==> src/rtl/kpe_pkg.sv <==
// kpe_pkg: shared types, codes and helpers for the key press event detector
// depends on nothing; used by kpe_evq and key_press_event_detector
package kpe_pkg;

  localparam int CNT_W = 16;
  localparam logic [CNT_W-1:0] CNT_MAX = 16'hFFFF;

  // event queue depth and pointer width
  localparam int EVQ_DEPTH = 16;
  localparam int EVQ_AW = $clog2(EVQ_DEPTH);
  // most events one key slot can push at once (pending, long press, repeat)
  localparam int EVQ_PUSH_MAX = 3;

  // configuration register indexes
  localparam logic [1:0] CFG_DEBOUNCE = 2'd0;
  localparam logic [1:0] CFG_LONG_PRESS = 2'd1;
  localparam logic [1:0] CFG_REPEAT = 2'd2;

  typedef enum logic [1:0] {
    PH_IDLE    = 2'd0,
    PH_PRESSED = 2'd1,
    PH_LONG    = 2'd2
  } phase_t;

  typedef enum logic [1:0] {
    EV_CLICK  = 2'd0,
    EV_LONG   = 2'd1,
    EV_REPEAT = 2'd2
  } evt_code_t;

  typedef struct packed {
    phase_t            phase;
    logic              held;
    logic              prev;
    logic [CNT_W-1:0]  press;
    logic [CNT_W-1:0]  hold;
  } key_state_t;

  function automatic logic [CNT_W-1:0] sat_inc(input logic [CNT_W-1:0] v);
    return (v == CNT_MAX) ? v : v + {{(CNT_W-1){1'b0}}, 1'b1};
  endfunction

endpackage

==> src/rtl/kpe_evq.sv <==
// kpe_evq: event queue, up to three pushes and one pop per cycle
// depends on kpe_pkg for depth and push width
module kpe_evq #(
  parameter int W = 6
) (
  input  logic                   clk,
  input  logic                   rst_n,
  input  logic [1:0]             push_cnt,
  input  logic [2:0][W-1:0]      push_data,
  input  logic                   pop,
  output logic [W-1:0]           head,
  output logic                   not_empty,
  output logic [kpe_pkg::EVQ_AW:0] count
);

  localparam int AW = kpe_pkg::EVQ_AW;

  logic [W-1:0]  mem [kpe_pkg::EVQ_DEPTH];
  logic [AW-1:0] wr_ptr_r, wr_ptr_nxt;
  logic [AW-1:0] rd_ptr_r, rd_ptr_nxt;
  logic [AW:0]   count_r, count_nxt;

  always_comb begin
    wr_ptr_nxt = wr_ptr_r + AW'(push_cnt);
    rd_ptr_nxt = rd_ptr_r + AW'(pop);
    count_nxt  = count_r + (AW+1)'(push_cnt) - (AW+1)'(pop);
  end

  always_ff @(posedge clk) begin
    if (!rst_n) begin
      wr_ptr_r <= '0;
      rd_ptr_r <= '0;
      count_r  <= '0;
    end else begin
      wr_ptr_r <= wr_ptr_nxt;
      rd_ptr_r <= rd_ptr_nxt;
      count_r  <= count_nxt;
    end
  end

  always_ff @(posedge clk) begin
    for (int k = 0; k < kpe_pkg::EVQ_PUSH_MAX; k++) begin
      if (2'(k) < push_cnt) begin
        mem[wr_ptr_r + AW'(k)] <= push_data[k];
      end
    end
  end

  assign head      = mem[rd_ptr_r];
  assign not_empty = (count_r != '0);
  assign count     = count_r;

endmodule

==> src/rtl/key_press_event_detector.sv <==
// key_press_event_detector: top level, per-key state memory with read-modify-write
// depends on kpe_pkg and kpe_evq
//
// One input transaction is one scan tick with a pressed bit per key. The scan is
// walked one key per cycle: the key's state entry is read from a small synchronous
// state memory, updated (debounce count, phase, hold count) and written back the
// next cycle. A scan is accepted, then occupies the state memory until all of its
// keys are walked, and no new scan is taken before that; the key walk pauses while
// the event queue is close to full. Events (click, long press, repeat) leave
// through a 16 entry event queue in key order, one per cycle unless out_stall
// holds them, and the final event of a scan carries last_event. One event is
// held back until the next one or the end of the scan is known, so the last mark
// is set correctly. A scan with no events produces no output transaction. The
// state memory resets to idle through per-entry valid bits, with no clearing pass.
// Configuration writes are meant for idle periods only.
module key_press_event_detector #(
  parameter int KEY_COUNT = 5,
  localparam int KW = (KEY_COUNT > 1) ? $clog2(KEY_COUNT) : 1
) (
  input  logic                  clk,
  input  logic                  rst_n,
  // scan input
  input  logic                  in_valid,
  output logic                  in_stall,
  input  logic [KEY_COUNT-1:0]  in_pressed_mask,
  // event output
  output logic                  out_valid,
  input  logic                  out_stall,
  output logic [KW-1:0]         out_key_index,
  output logic [1:0]            out_event_code,
  output logic                  out_last_event,
  // configuration
  input  logic                  cfg_we,
  input  logic [1:0]            cfg_index,
  input  logic [15:0]           cfg_data
);

  // room needed before a key is read: one slot in flight plus this one
  localparam int ISSUE_LIMIT = kpe_pkg::EVQ_DEPTH - 2 * kpe_pkg::EVQ_PUSH_MAX;

  typedef struct packed {
    logic [KW-1:0] key;
    logic [1:0]    code;
    logic          last;
  } evt_t;

  localparam int EW = $bits(evt_t);

  // configuration registers
  logic [15:0] debounce_r, long_press_r, repeat_r;

  always_ff @(posedge clk) begin
    if (!rst_n) begin
      debounce_r   <= 16'd3;
      long_press_r <= 16'd100;
      repeat_r     <= 16'd20;
    end else if (cfg_we) begin
      case (cfg_index)
        kpe_pkg::CFG_DEBOUNCE:   debounce_r   <= cfg_data;
        kpe_pkg::CFG_LONG_PRESS: long_press_r <= cfg_data;
        kpe_pkg::CFG_REPEAT:     repeat_r     <= cfg_data;
        default: ;  // writes beyond the register list are dropped
      endcase
    end
  end

  // scan walker
  logic                 scan_active_r;
  logic [KEY_COUNT-1:0] mask_r;
  logic [KW-1:0]        key_r;
  logic                 rd_en;
  logic                 rd_last;
  logic                 in_take;
  logic [kpe_pkg::EVQ_AW:0] evq_count;

  assign in_stall = scan_active_r;
  assign in_take  = in_valid && !scan_active_r;
  // only read a key when the queue can absorb its events and those in flight
  assign rd_en    = scan_active_r && (evq_count <= (kpe_pkg::EVQ_AW+1)'(ISSUE_LIMIT));
  assign rd_last  = (key_r == KW'(KEY_COUNT - 1));

  always_ff @(posedge clk) begin
    if (!rst_n) begin
      scan_active_r <= 1'b0;
      key_r         <= '0;
    end else if (in_take) begin
      scan_active_r <= 1'b1;
      key_r         <= '0;
    end else if (rd_en) begin
      key_r <= key_r + KW'(1);
      if (rd_last) begin
        scan_active_r <= 1'b0;
      end
    end
  end

  always_ff @(posedge clk) begin
    if (in_take) begin
      mask_r <= in_pressed_mask;
    end
  end

  // state memory, one entry per key, registered read
  kpe_pkg::key_state_t mem [KEY_COUNT];
  logic [KEY_COUNT-1:0] ent_valid_r;
  kpe_pkg::key_state_t  rd_data_r;
  logic                 rd_hit_r;

  // update stage
  logic          s1_valid_r;
  logic [KW-1:0] s1_key_r;
  logic          s1_raw_r;
  logic          s1_last_r;

  kpe_pkg::key_state_t st_cur, st_nxt;
  logic ev_first, ev_rep;
  kpe_pkg::evt_code_t ev_first_code;

  always_ff @(posedge clk) begin
    if (!rst_n) begin
      s1_valid_r <= 1'b0;
    end else begin
      s1_valid_r <= rd_en;
    end
  end

  always_ff @(posedge clk) begin
    if (rd_en) begin
      rd_data_r <= mem[key_r];
      rd_hit_r  <= ent_valid_r[key_r];
      s1_key_r  <= key_r;
      s1_raw_r  <= mask_r[key_r];
      s1_last_r <= rd_last;
    end
  end

  always_ff @(posedge clk) begin
    if (s1_valid_r) begin
      mem[s1_key_r] <= st_nxt;
    end
  end

  always_ff @(posedge clk) begin
    if (!rst_n) begin
      ent_valid_r <= '0;
    end else if (s1_valid_r) begin
      ent_valid_r[s1_key_r] <= 1'b1;
    end
  end

  // per-key update: debounce, phase progression, event detection
  always_comb begin
    logic [15:0] pc;
    logic [15:0] hc;
    kpe_pkg::phase_t ph;

    // entry never written reads as the reset state
    st_cur = rd_hit_r ? rd_data_r : '0;
    pc = st_cur.press;
    hc = st_cur.hold;
    ph = st_cur.phase;
    st_nxt = st_cur;
    ev_first = 1'b0;
    ev_first_code = kpe_pkg::EV_CLICK;
    ev_rep = 1'b0;

    if (s1_raw_r && st_cur.prev) begin
      pc = kpe_pkg::sat_inc(pc);
    end else begin
      pc = '0;
      hc = '0;
    end
    st_nxt.prev = s1_raw_r;

    if (pc >= debounce_r) begin
      st_nxt.held = 1'b1;
      if (ph == kpe_pkg::PH_IDLE) begin
        ph = kpe_pkg::PH_PRESSED;
        pc = '0;
      end
      if (ph == kpe_pkg::PH_PRESSED) begin
        // pressed keys count a second time per scan
        pc = kpe_pkg::sat_inc(pc);
        if (pc >= long_press_r) begin
          ev_first = 1'b1;
          ev_first_code = kpe_pkg::EV_LONG;
          ph = kpe_pkg::PH_LONG;
          hc = '0;
        end
      end
      if (ph == kpe_pkg::PH_LONG) begin
        hc = kpe_pkg::sat_inc(hc);
        if (hc >= repeat_r) begin
          ev_rep = 1'b1;
          hc = '0;
        end
      end
    end else if (st_cur.held && !s1_raw_r) begin
      // release, not debounced
      if (ph == kpe_pkg::PH_PRESSED && pc < long_press_r) begin
        ev_first = 1'b1;
        ev_first_code = kpe_pkg::EV_CLICK;
      end
      ph = kpe_pkg::PH_IDLE;
      st_nxt.held = 1'b0;
      pc = '0;
      hc = '0;
    end

    st_nxt.phase = ph;
    st_nxt.press = pc;
    st_nxt.hold  = hc;
  end

  // event ordering: one event stays pending until the next one or scan end
  logic pend_valid_r;
  evt_t pend_r;
  logic [1:0]      push_cnt;
  logic [2:0][EW-1:0] push_data;
  logic            pend_valid_nxt;
  evt_t            pend_nxt;

  always_comb begin
    evt_t lst [3];
    logic [1:0] n;

    n = 2'd0;
    for (int k = 0; k < 3; k++) begin
      lst[k] = '0;
    end
    if (pend_valid_r) begin
      lst[n] = pend_r;
      n = n + 2'd1;
    end
    if (ev_first) begin
      lst[n] = '{key: s1_key_r, code: ev_first_code, last: 1'b0};
      n = n + 2'd1;
    end
    if (ev_rep) begin
      lst[n] = '{key: s1_key_r, code: kpe_pkg::EV_REPEAT, last: 1'b0};
      n = n + 2'd1;
    end

    push_cnt = 2'd0;
    pend_valid_nxt = pend_valid_r;
    pend_nxt = pend_r;
    if (s1_valid_r) begin
      if (s1_last_r) begin
        // end of scan: flush everything, mark the final event
        if (n != 2'd0) begin
          lst[n - 2'd1].last = 1'b1;
        end
        push_cnt = n;
        pend_valid_nxt = 1'b0;
      end else if (n != 2'd0) begin
        push_cnt = n - 2'd1;
        pend_valid_nxt = 1'b1;
        pend_nxt = lst[n - 2'd1];
      end
    end

    for (int k = 0; k < 3; k++) begin
      push_data[k] = lst[k];
    end
  end

  always_ff @(posedge clk) begin
    if (!rst_n) begin
      pend_valid_r <= 1'b0;
    end else begin
      pend_valid_r <= pend_valid_nxt;
    end
  end

  always_ff @(posedge clk) begin
    pend_r <= pend_nxt;
  end

  // output queue
  logic [EW-1:0] evq_head;
  evt_t          head_evt;
  logic          evq_pop;

  assign evq_pop = out_valid && !out_stall;

  kpe_evq #(
    .W (EW)
  ) u_evq (
    .clk       (clk),
    .rst_n     (rst_n),
    .push_cnt  (push_cnt),
    .push_data (push_data),
    .pop       (evq_pop),
    .head      (evq_head),
    .not_empty (out_valid),
    .count     (evq_count)
  );

  assign head_evt       = evt_t'(evq_head);
  assign out_key_index  = head_evt.key;
  assign out_event_code = head_evt.code;
  assign out_last_event = head_evt.last;

  // read and write-back never target the same entry in one cycle
  a_no_rw_overlap: assert property (@(posedge clk) disable iff (!rst_n)
    (rd_en && s1_valid_r) |-> (key_r != s1_key_r))
    else $error("state memory read collides with write-back");

  // the queue never holds more than its depth
  a_evq_bound: assert property (@(posedge clk) disable iff (!rst_n)
    evq_count <= (kpe_pkg::EVQ_AW+1)'(kpe_pkg::EVQ_DEPTH))
    else $error("event queue overflow");

  // end of scan leaves nothing pending
  a_scan_flush: assert property (@(posedge clk) disable iff (!rst_n)
    (s1_valid_r && s1_last_r) |=> !pend_valid_r)
    else $error("pending event survived end of scan");

  // an accepted scan starts the key walk
  a_scan_start: assert property (@(posedge clk) disable iff (!rst_n)
    in_take |=> (scan_active_r && key_r == '0))
    else $error("scan accepted without starting key walk");

endmodule
==> config.mk <==
export PLATFORM = sky130hd
export DESIGN_NAME = key_press_event_detector
export DESIGN_NICKNAME = d
export VERILOG_FILES = /design/src/rtl/kpe_pkg.sv /design/src/rtl/kpe_evq.sv /design/src/rtl/key_press_event_detector.sv
export SDC_FILE = /design/constraint.sdc
export NUM_CORES = 1
export LEC_CHECK = 0
export BUFFER_PORTS_ARGS = -buffer_cell sky130_fd_sc_hd__buf_2
export CAP_MARGIN = 5
export CORE_AREA = 10 10 407 211
export DETAILED_ROUTE_END_ITERATION = 7
export DIE_AREA = 0 0 417 221
export GPL_TIMING_DRIVEN = 0
export PLACE_DENSITY_LB_ADDON = 0.08
export REMOVE_ABC_BUFFERS = 1
export SETUP_SLACK_MARGIN = 0.4
export SLEW_MARGIN = 40
export SYNTH_ARGS = -nofsm -noshare
export SYNTH_HDL_FRONTEND = slang
export SYNTH_SLANG_ARGS = --single-unit
==> constraint.sdc <==
create_clock -name clk -period 25.6 [get_ports clk]
set_input_delay 5.12 -clock clk [delete_from_list [all_inputs] [get_ports clk]]
set_output_delay 5.12 -clock clk [all_outputs]
set_load 0.02 [all_outputs]
# --- Word-level counts from Yosys, hierarchy flattened ---
# Memory sizes are Yosys's and may differ from the RTL's. A register that Yosys moved wholly into a read port is not among the register bits.
# Index checks and enable logic that the tools add are counted.
word_totals:
  memories: 2
  reg_bits: 89
  elab_cells: 175
  ram_bits: 276
memory_table:
  columns: ["memory", "words", "width", "rd", "rd_clocked_by_memory_dff", "write_ports", "line", "source"]
  rows:
  - ["mem", 5, 36, 1, 1, 1, "key_press_event_detector.sv:104", "kpe_pkg::key_state_t mem [KEY_COUNT];"]
  - ["u_evq.mem", 16, 6, 1, 1, 3, "kpe_evq.sv:18", "logic [W-1:0] mem [kpe_pkg::EVQ_DEPTH];"]
op_classes:
  muxes: 82
  eq_ne: 9
  n_lt_le_gt_ge: 17
  addsub: 13
  n_reduce_logical: 27
  bitwise_logic: 6
op_table:
  columns: ["operator", "n"]
  rows:
  - ["2-to-1 mux 16 bit", 17]
  - ["2-to-1 mux 18 bit", 5]
  - ["bitwise mux 18 bit", 3]
  - ["adder 16 x 1 -> 16 bit (second input constant)", 3]
  - ["== test 16 bit (second input constant)", 3]
  - [">= comparator 16 bit", 3]
  - ["demux 6 bit (select 2 bit)", 3]
  - ["2-to-1 mux 36 bit", 1]
  - ["2-to-1 mux 1 bit", 30]
  - ["2-to-1 mux 6 bit", 5]
  - ["2-to-1 mux 2 bit", 13]
  - ["< comparator 16 bit", 1]
  - ["binary-select mux 6 bit (select 2 bit)", 1]
  - ["logical AND 1 bit", 10]
  - ["AND reduction 2 bit", 5]
  - [">= comparator 3 bit (second input constant)", 3]
  - ["< comparator 3 x 1 -> 1 bit (second input constant)", 3]
  - ["NOT 2 -> 3 bit", 3]
  - ["< comparator 3 x 4 -> 1 bit (second input constant)", 2]
  - ["nonzero test 2 bit", 4]
  - ["binary-select mux 1 bit (select 3 bit)", 2]
  - ["== test 2 x 1 -> 1 bit (second input constant)", 3]
  - ["adder 5 x 2 -> 5 bit", 1]
  - ["less-or-equal comparator 5 x 4 -> 1 bit (second input constant)", 1]
  - ["22 further kinds", 29]

# --- Logic depth before layout (Yosys ltp) ---
logic_depth:
  depth_word: 29
  mapped_depth: 54
  depth_no_buf: 52

# --- Hierarchy ---
# Synthesis repeated with hierarchy kept, for this count alone.
unflattened:
  cells_unflattened: 1949
  area_unflattened_um2: 22490.3
modules_own_cells:
  columns: ["module", "n_inst", "area_each_um2", "seq_area_each_um2", "cells_per_inst"]
  rows:
  - ["key_press_event_detector", 1, 15115.7, 8177.8, 1278]
  - ["kpe_evq", 1, 7374.6, 3143.0, 671]

# --- Least setup slack after synthesis ---
# No wires, ideal clock.
synth_timing:
  path_kind: "register to register"
  from: "reg rd_hit_r"
  to: "reg u_evq.count_r[4] (netlist: u_evq.count[4])"
  path_slack_ps: 15121
  t_arrival_ps: 10363
  required_ps: 25484
  setup_time_ps: 116
  path_stages_with_launch: 55
  cell_sequence: "edfxtp_1 -> buf_2 -> and2_1 -> ha_1 -> nand3_1 -> or2_2 -> o21ai_0 -> nand3b_1 -> nor2_1 -> ha_1 -> nand2_1 -> nor3_1 -> nand4_1 -> nor4_4 -> nand3_2 -> buf_4 -> nand2_2 -> xnor2_1 -> (+19 left out) -> a211oi_1 -> o21ai_0 -> a21oi_1 -> o21ai_1 -> nand3_1 -> nor2_2 -> xnor2_1 -> inv_1 -> ha_1 -> o21ai_0 -> nand2b_1 -> ha_1 -> inv_1 -> fa_1 -> a21oi_1 -> nor2_1 -> or3_1 -> and3_1"
synth_between:
  elab_chain_len: 25
  elab_cells_between_ends: 51
synth_lines:
  columns: ["item", "line", "source"]
  rows:
  - ["start: declaration", "key_press_event_detector.sv:107", "logic rd_hit_r;"]
  - ["start signal: assignment", "key_press_event_detector.sv:130", "rd_hit_r <= ent_valid_r[key_r];"]
  - ["2-to-1 mux 36 bit *", "key_press_event_detector.sv:158", "st_cur = rd_hit_r ? rd_data_r : '0;"]
  - ["adder 16 x 1 -> 16 bit or == test 16 bit (tied branches)", "kpe_pkg.sv:40", "return (v == CNT_MAX) ? v : v + {{(CNT_W-1){1'b0}}, 1'b1};"]
  - ["2-to-1 mux 16 bit", "kpe_pkg.sv:40", null]
  - ["2-to-1 mux 16 bit", "key_press_event_detector.sv:167", "if (s1_raw_r && st_cur.prev) begin"]
  - ["2-to-1 mux 16 bit", "key_press_event_detector.sv:177", "if (ph == kpe_pkg::PH_IDLE) begin"]
  - ["2-to-1 mux 16 bit", "key_press_event_detector.sv:175", "if (pc >= debounce_r) begin"]
  - ["adder 16 x 1 -> 16 bit or == test 16 bit (tied branches)", "kpe_pkg.sv:40", null]
  - ["2-to-1 mux 16 bit", "kpe_pkg.sv:40", null]
  - ["(+9 left out)", null, null]
  - ["2-to-1 mux 1 bit", "key_press_event_detector.sv:175", null]
  - ["2-to-1 mux 2 bit *", "key_press_event_detector.sv:239", "if (ev_rep) begin"]
  - ["subtractor 2 x 1 -> 2 bit or nonzero test 2 bit (tied branches)", "key_press_event_detector.sv:256, key_press_event_detector.sv:255", null]
  - ["2-to-1 mux 2 bit", "key_press_event_detector.sv:255", "end else if (n != 2'd0) begin"]
  - ["2-to-1 mux 2 bit *", "key_press_event_detector.sv:248", "if (s1_last_r) begin"]
  - ["2-to-1 mux 2 bit *", "key_press_event_detector.sv:247", "if (s1_valid_r) begin"]
  - ["adder 5 x 2 -> 5 bit *", "kpe_evq.sv:26", "count_nxt = count_r + (AW+1)'(push_cnt) - (AW+1)'(pop);"]
  - ["subtractor 5 x 1 -> 5 bit *", "kpe_evq.sv:26", null]
  - ["end signal: assignment", "kpe_evq.sv:37", "count_r <= count_nxt;"]
  - ["end: declaration", "kpe_evq.sv:21", "logic [AW:0] count_r, count_nxt;"]
# Mark *: on every way between the ends. The rest lies on a longest branch, timed or not. The select of a mux whose other input is x is not followed.
# A chain may end at the register's enable or synchronous reset.

# --- Final worst setup path ---
# Ends and elaborated chain as after synthesis.

==> run_results.csv <==
group,metric,value,unit
synthesis,synth_seq_area_share,51.79,%
drt,drt-initial-drc-count,1473,
synthesis,synth_compound_area_share,10.14,%
layout,fill_cells,7917,
layout,drive_gt1_share,18.17,%
global_routing,use_met1,24.38,%
clock_tree,cts_buffer_depth,3,
synthesis,ys_seq_elements,401,
synthesis,synthXorXnorAreaFrac,1.803,%
synthesis,synthDistinctLibCells,82,
sta,slew_viol_final,0,
critical_path,r2r-start,"rd_hit_r",
sta,layout_setup_ws,10.80,ns
global_routing,grt_pass1_vias,14900,
sta,max_clock_freq,67.57,MHz
synthesis,synth.avg_cell_area,11.64,um^2
critical_path,cp_data_required_time,26.06,ns
sta,rsz0062_at_grt,"no",
placed_design,dp_slack,11.17,ns
min_path,whs_path_depth,2,
layout,area_growth,15.33,%
critical_path,rr_endpoint,"u_evq.count[4]",
drt,drc,0,
global_routing,grt_start_max_net_pins,71,
drt,drtPass1Iterations,6,
synthesis,netlist_top_cells_count,"edfxtp_1 (329), nand2_1 (213), mux2i_1 (111), nor2_1 (95), ha_1 (88)",
clock_tree,cts-resized-gates,0,
layout,multiInputGateArea,0.01006,mm^2
floorplanning,rows,73,
clock_tree,cts_buffers,41,
clock_tree,ctsHoldBuffers,0,
layout,postLayoutCoreUtil,32.02,%
drt,ant_nets,0,
floorplanning,coreArea,0.07873,mm^2
synthesis,synth_top_area_share,45.19,%
floorplanning,start_util,27.77,%
global_routing,grt_util_met3,3.352,%
sta,slew_headroom,45.28,%
critical_path,worstSetupStartpoint,"rd_hit_r",
sta,finalClockSkew,0.01205,ns
drt,via_count,15240,
layout,num-nets-final,2029,
sta,period_needed,14.80,ns
critical_path,cp_max_fo,17,
layout,layout.cells.non_filler,2998,
drt,wl_per_cell,23.12,um
clock_tree,cts_tree,"built",
min_path,hold_path_class,"reg2reg",
sta,tightest_slew,0.8141,ns
sta,period_share,57.81,%
placed_design,io_buffers,35,
sta,timing_hold_violations_final,0,
critical_path,crit_arrival,15.26,ns
floorplanning,die_h,221,um
synthesis,synth-async-reset-ratio,0,%
clock_tree,clk_pin_slew,0.06,ns
power_and_ir_drop,leakagePower,8.886,nW
synthesis,synth_most_common_cell,"edfxtp_1",
global_routing,use_met2,18.17,%
sta,final.setup.tns,0,ns
critical_path,crit_top_cell,"ha_1",
placed_design,hpwl,51490,um
critical_path,cp_slowest_stage_delay,0.76,ns
global_routing,antenna_found_initial,7,
critical_path,ff2ff_setup_slack,10.80,ns
critical_path,crit_type,"reg2reg",
critical_path,r2r_cells,53,
global_routing,top_usage_layer,"met1",
synthesis,synth_ff_type,"edfxtp_1",
synthesis,synthAdderAreaFrac,5.266,%
min_path,holdPathEnd,"debounce_r[6]",
floorplanning,ios,36,
synthesis,synthesis.area,0.02186,mm^2
synthesis,synth_area_leaders,"edfxtp_1 (45%), mux4_2 (6.8%), dfxtp_1 (6.6%), mux2i_1 (5.1%), ha_1 (5.0%)",
power_and_ir_drop,cellPowerDensity,67.86,mW/mm^2
placed_design,gp_congestion,0.8737,
placed_design,numPlacedInstances,2917,
sta,hold_ws,0.4634,ns
synthesis,synthMuxAreaShare,14.30,%
min_path,hp-start,"debounce_r[6]",
global_routing,grt_pass1_wl,102900,um
critical_path,cp_slowest_cell,"nor4_2",
floorplanning,dieArea,0.09216,mm^2
synthesis,synth_edf_count,329,
job,cap_viol_max_count,0,
power_and_ir_drop,peakVddDrop,0.03507,mV
floorplanning,die_w,417,um
sta,final-setup-viol-count,0,
drt,drt-total-wl,69300,um
synthesis,synth_top_family_by_area,"multiplexers",
global_routing,grt_overflow_total,0,
drt,viasPerCell,5.083,
synthesis,syn_inst,1878,
clock_tree,clock-root-buffer,"clkbuf_16",
clock_tree,cts_setup_buffers,0,
synthesis,synth_area_leader_cell,"edfxtp_1",
synthesis,yosys.area_share.simple,13.10,%
outcome,status,"finished clean",
layout,regArea,0.01134,mm^2
critical_path,critPathLaunchType,"register",
clock_tree,cts_max_level,2,
clock_tree,clk_latency,0.58,ns
global_routing,grtUsageTotal,14.65,%
synthesis,yosys_warnings,0,
critical_path,crit_path_end_kind,"register",
clock_tree,cts.sinks,401,
## cell usage in the layout, fill, tap and decap left out, drive strengths merged, types with 60 or more instances in the layout
cell type  Yosys  routed
o21ai         81      81
mux4          66      66
nand2        214     214
nand3         75      75
nor2          96      96
clkbuf        77      60
a21oi         86      86
mux2i        111     111
edfxtp       329     329
inv           80      82
buf           41     108
ha            88      88
dfxtp         72      72
## layer usage
metal | vias up | share of wire (%)
li1 | 7112 | -
met1 | 7681 | 56
met2 | 379 | 36
met3 | 67 | 6.4
met4 | 0 | 1.6
met5 | - | 0
## worst max-delay path by stage
stage,endpoint,slack (ns),cells after the start
6_report,u_evq.count[4],10.80,53
5_1_grt,u_evq.count[4],9.87,53
4_1_cts,u_evq.count[4],11.07,53
3_5_place_dp,u_evq.count[4],11.17,53
3_3_place_gp,u_evq.mem[14][5],9.91,45
2_1_floorplan,u_evq.count[4],14.72,52
## metrics by stage
| stage | power [mW] | area, um^2 |
|---|---|---|
| final | 1.711 | 25210 |
| after floorplan | 0.9764 | 21370 |
| after detailed placement | 1.114 | 23850 |
| after global placement | 1.094 | 22860 |
| after CTS | 1.732 | 25160 |
| after global routing | 1.794 | 25210 |
## where the power goes
part | total (mW) | internal, mW | switching, mW
Combinational | 0.323 | 0.126 | 0.197
Sequential | 0.779 | 0.745 | 0.0345
Clock | 0.609 | 0.343 | 0.266
## sequential cells by signal (all words and copies together), names as in the netlist, 4 cells and up
signal	cells
long_press_r	16
u_evq.mem	96
u_evq.wr_ptr_r	4
mem	180
u_evq.count	5
rd_data_r	36
u_evq.rd_ptr_r	4
repeat_r	16
pend_r	6
mask_r	5
debounce_r	16
ent_valid_r	5
## area by class of cell
class	instances	area share, %
sequential	401	44.98
clock inverter	15	0.6154
inverter	80	1.191
multi-input combinational	1279	39.91
clock buffer	60	4.561
antenna	5	0.04963
timing repair buffer	108	3.489
tap	1050	5.211
## critical path, delay by kind of cell, from the launching register on
| family | cells | cell delay, ns |
|---|---|---|
| buf+inv | 4 | 0.62 |
| fa+ha+maj | 8 | 2.19 |
| compound gates | 10 | 2.41 |
| flops | 1 | 0.45 |
| xor+xnor | 3 | 0.87 |
| simple gates | 28 | 8.11 |
## cell families (layout without fill, tap and decap cells)
group | Yosys count | after routing
mux | 224 | 224
compound gates | 340 | 340
fa+ha+maj | 91 | 91
other cells | 0 | 5
simple gates | 579 | 579
buf+inv | 198 | 263
xor+xnor | 45 | 45
flops | 401 | 401
No activity file was read; power rests on OpenSTA's default activity.
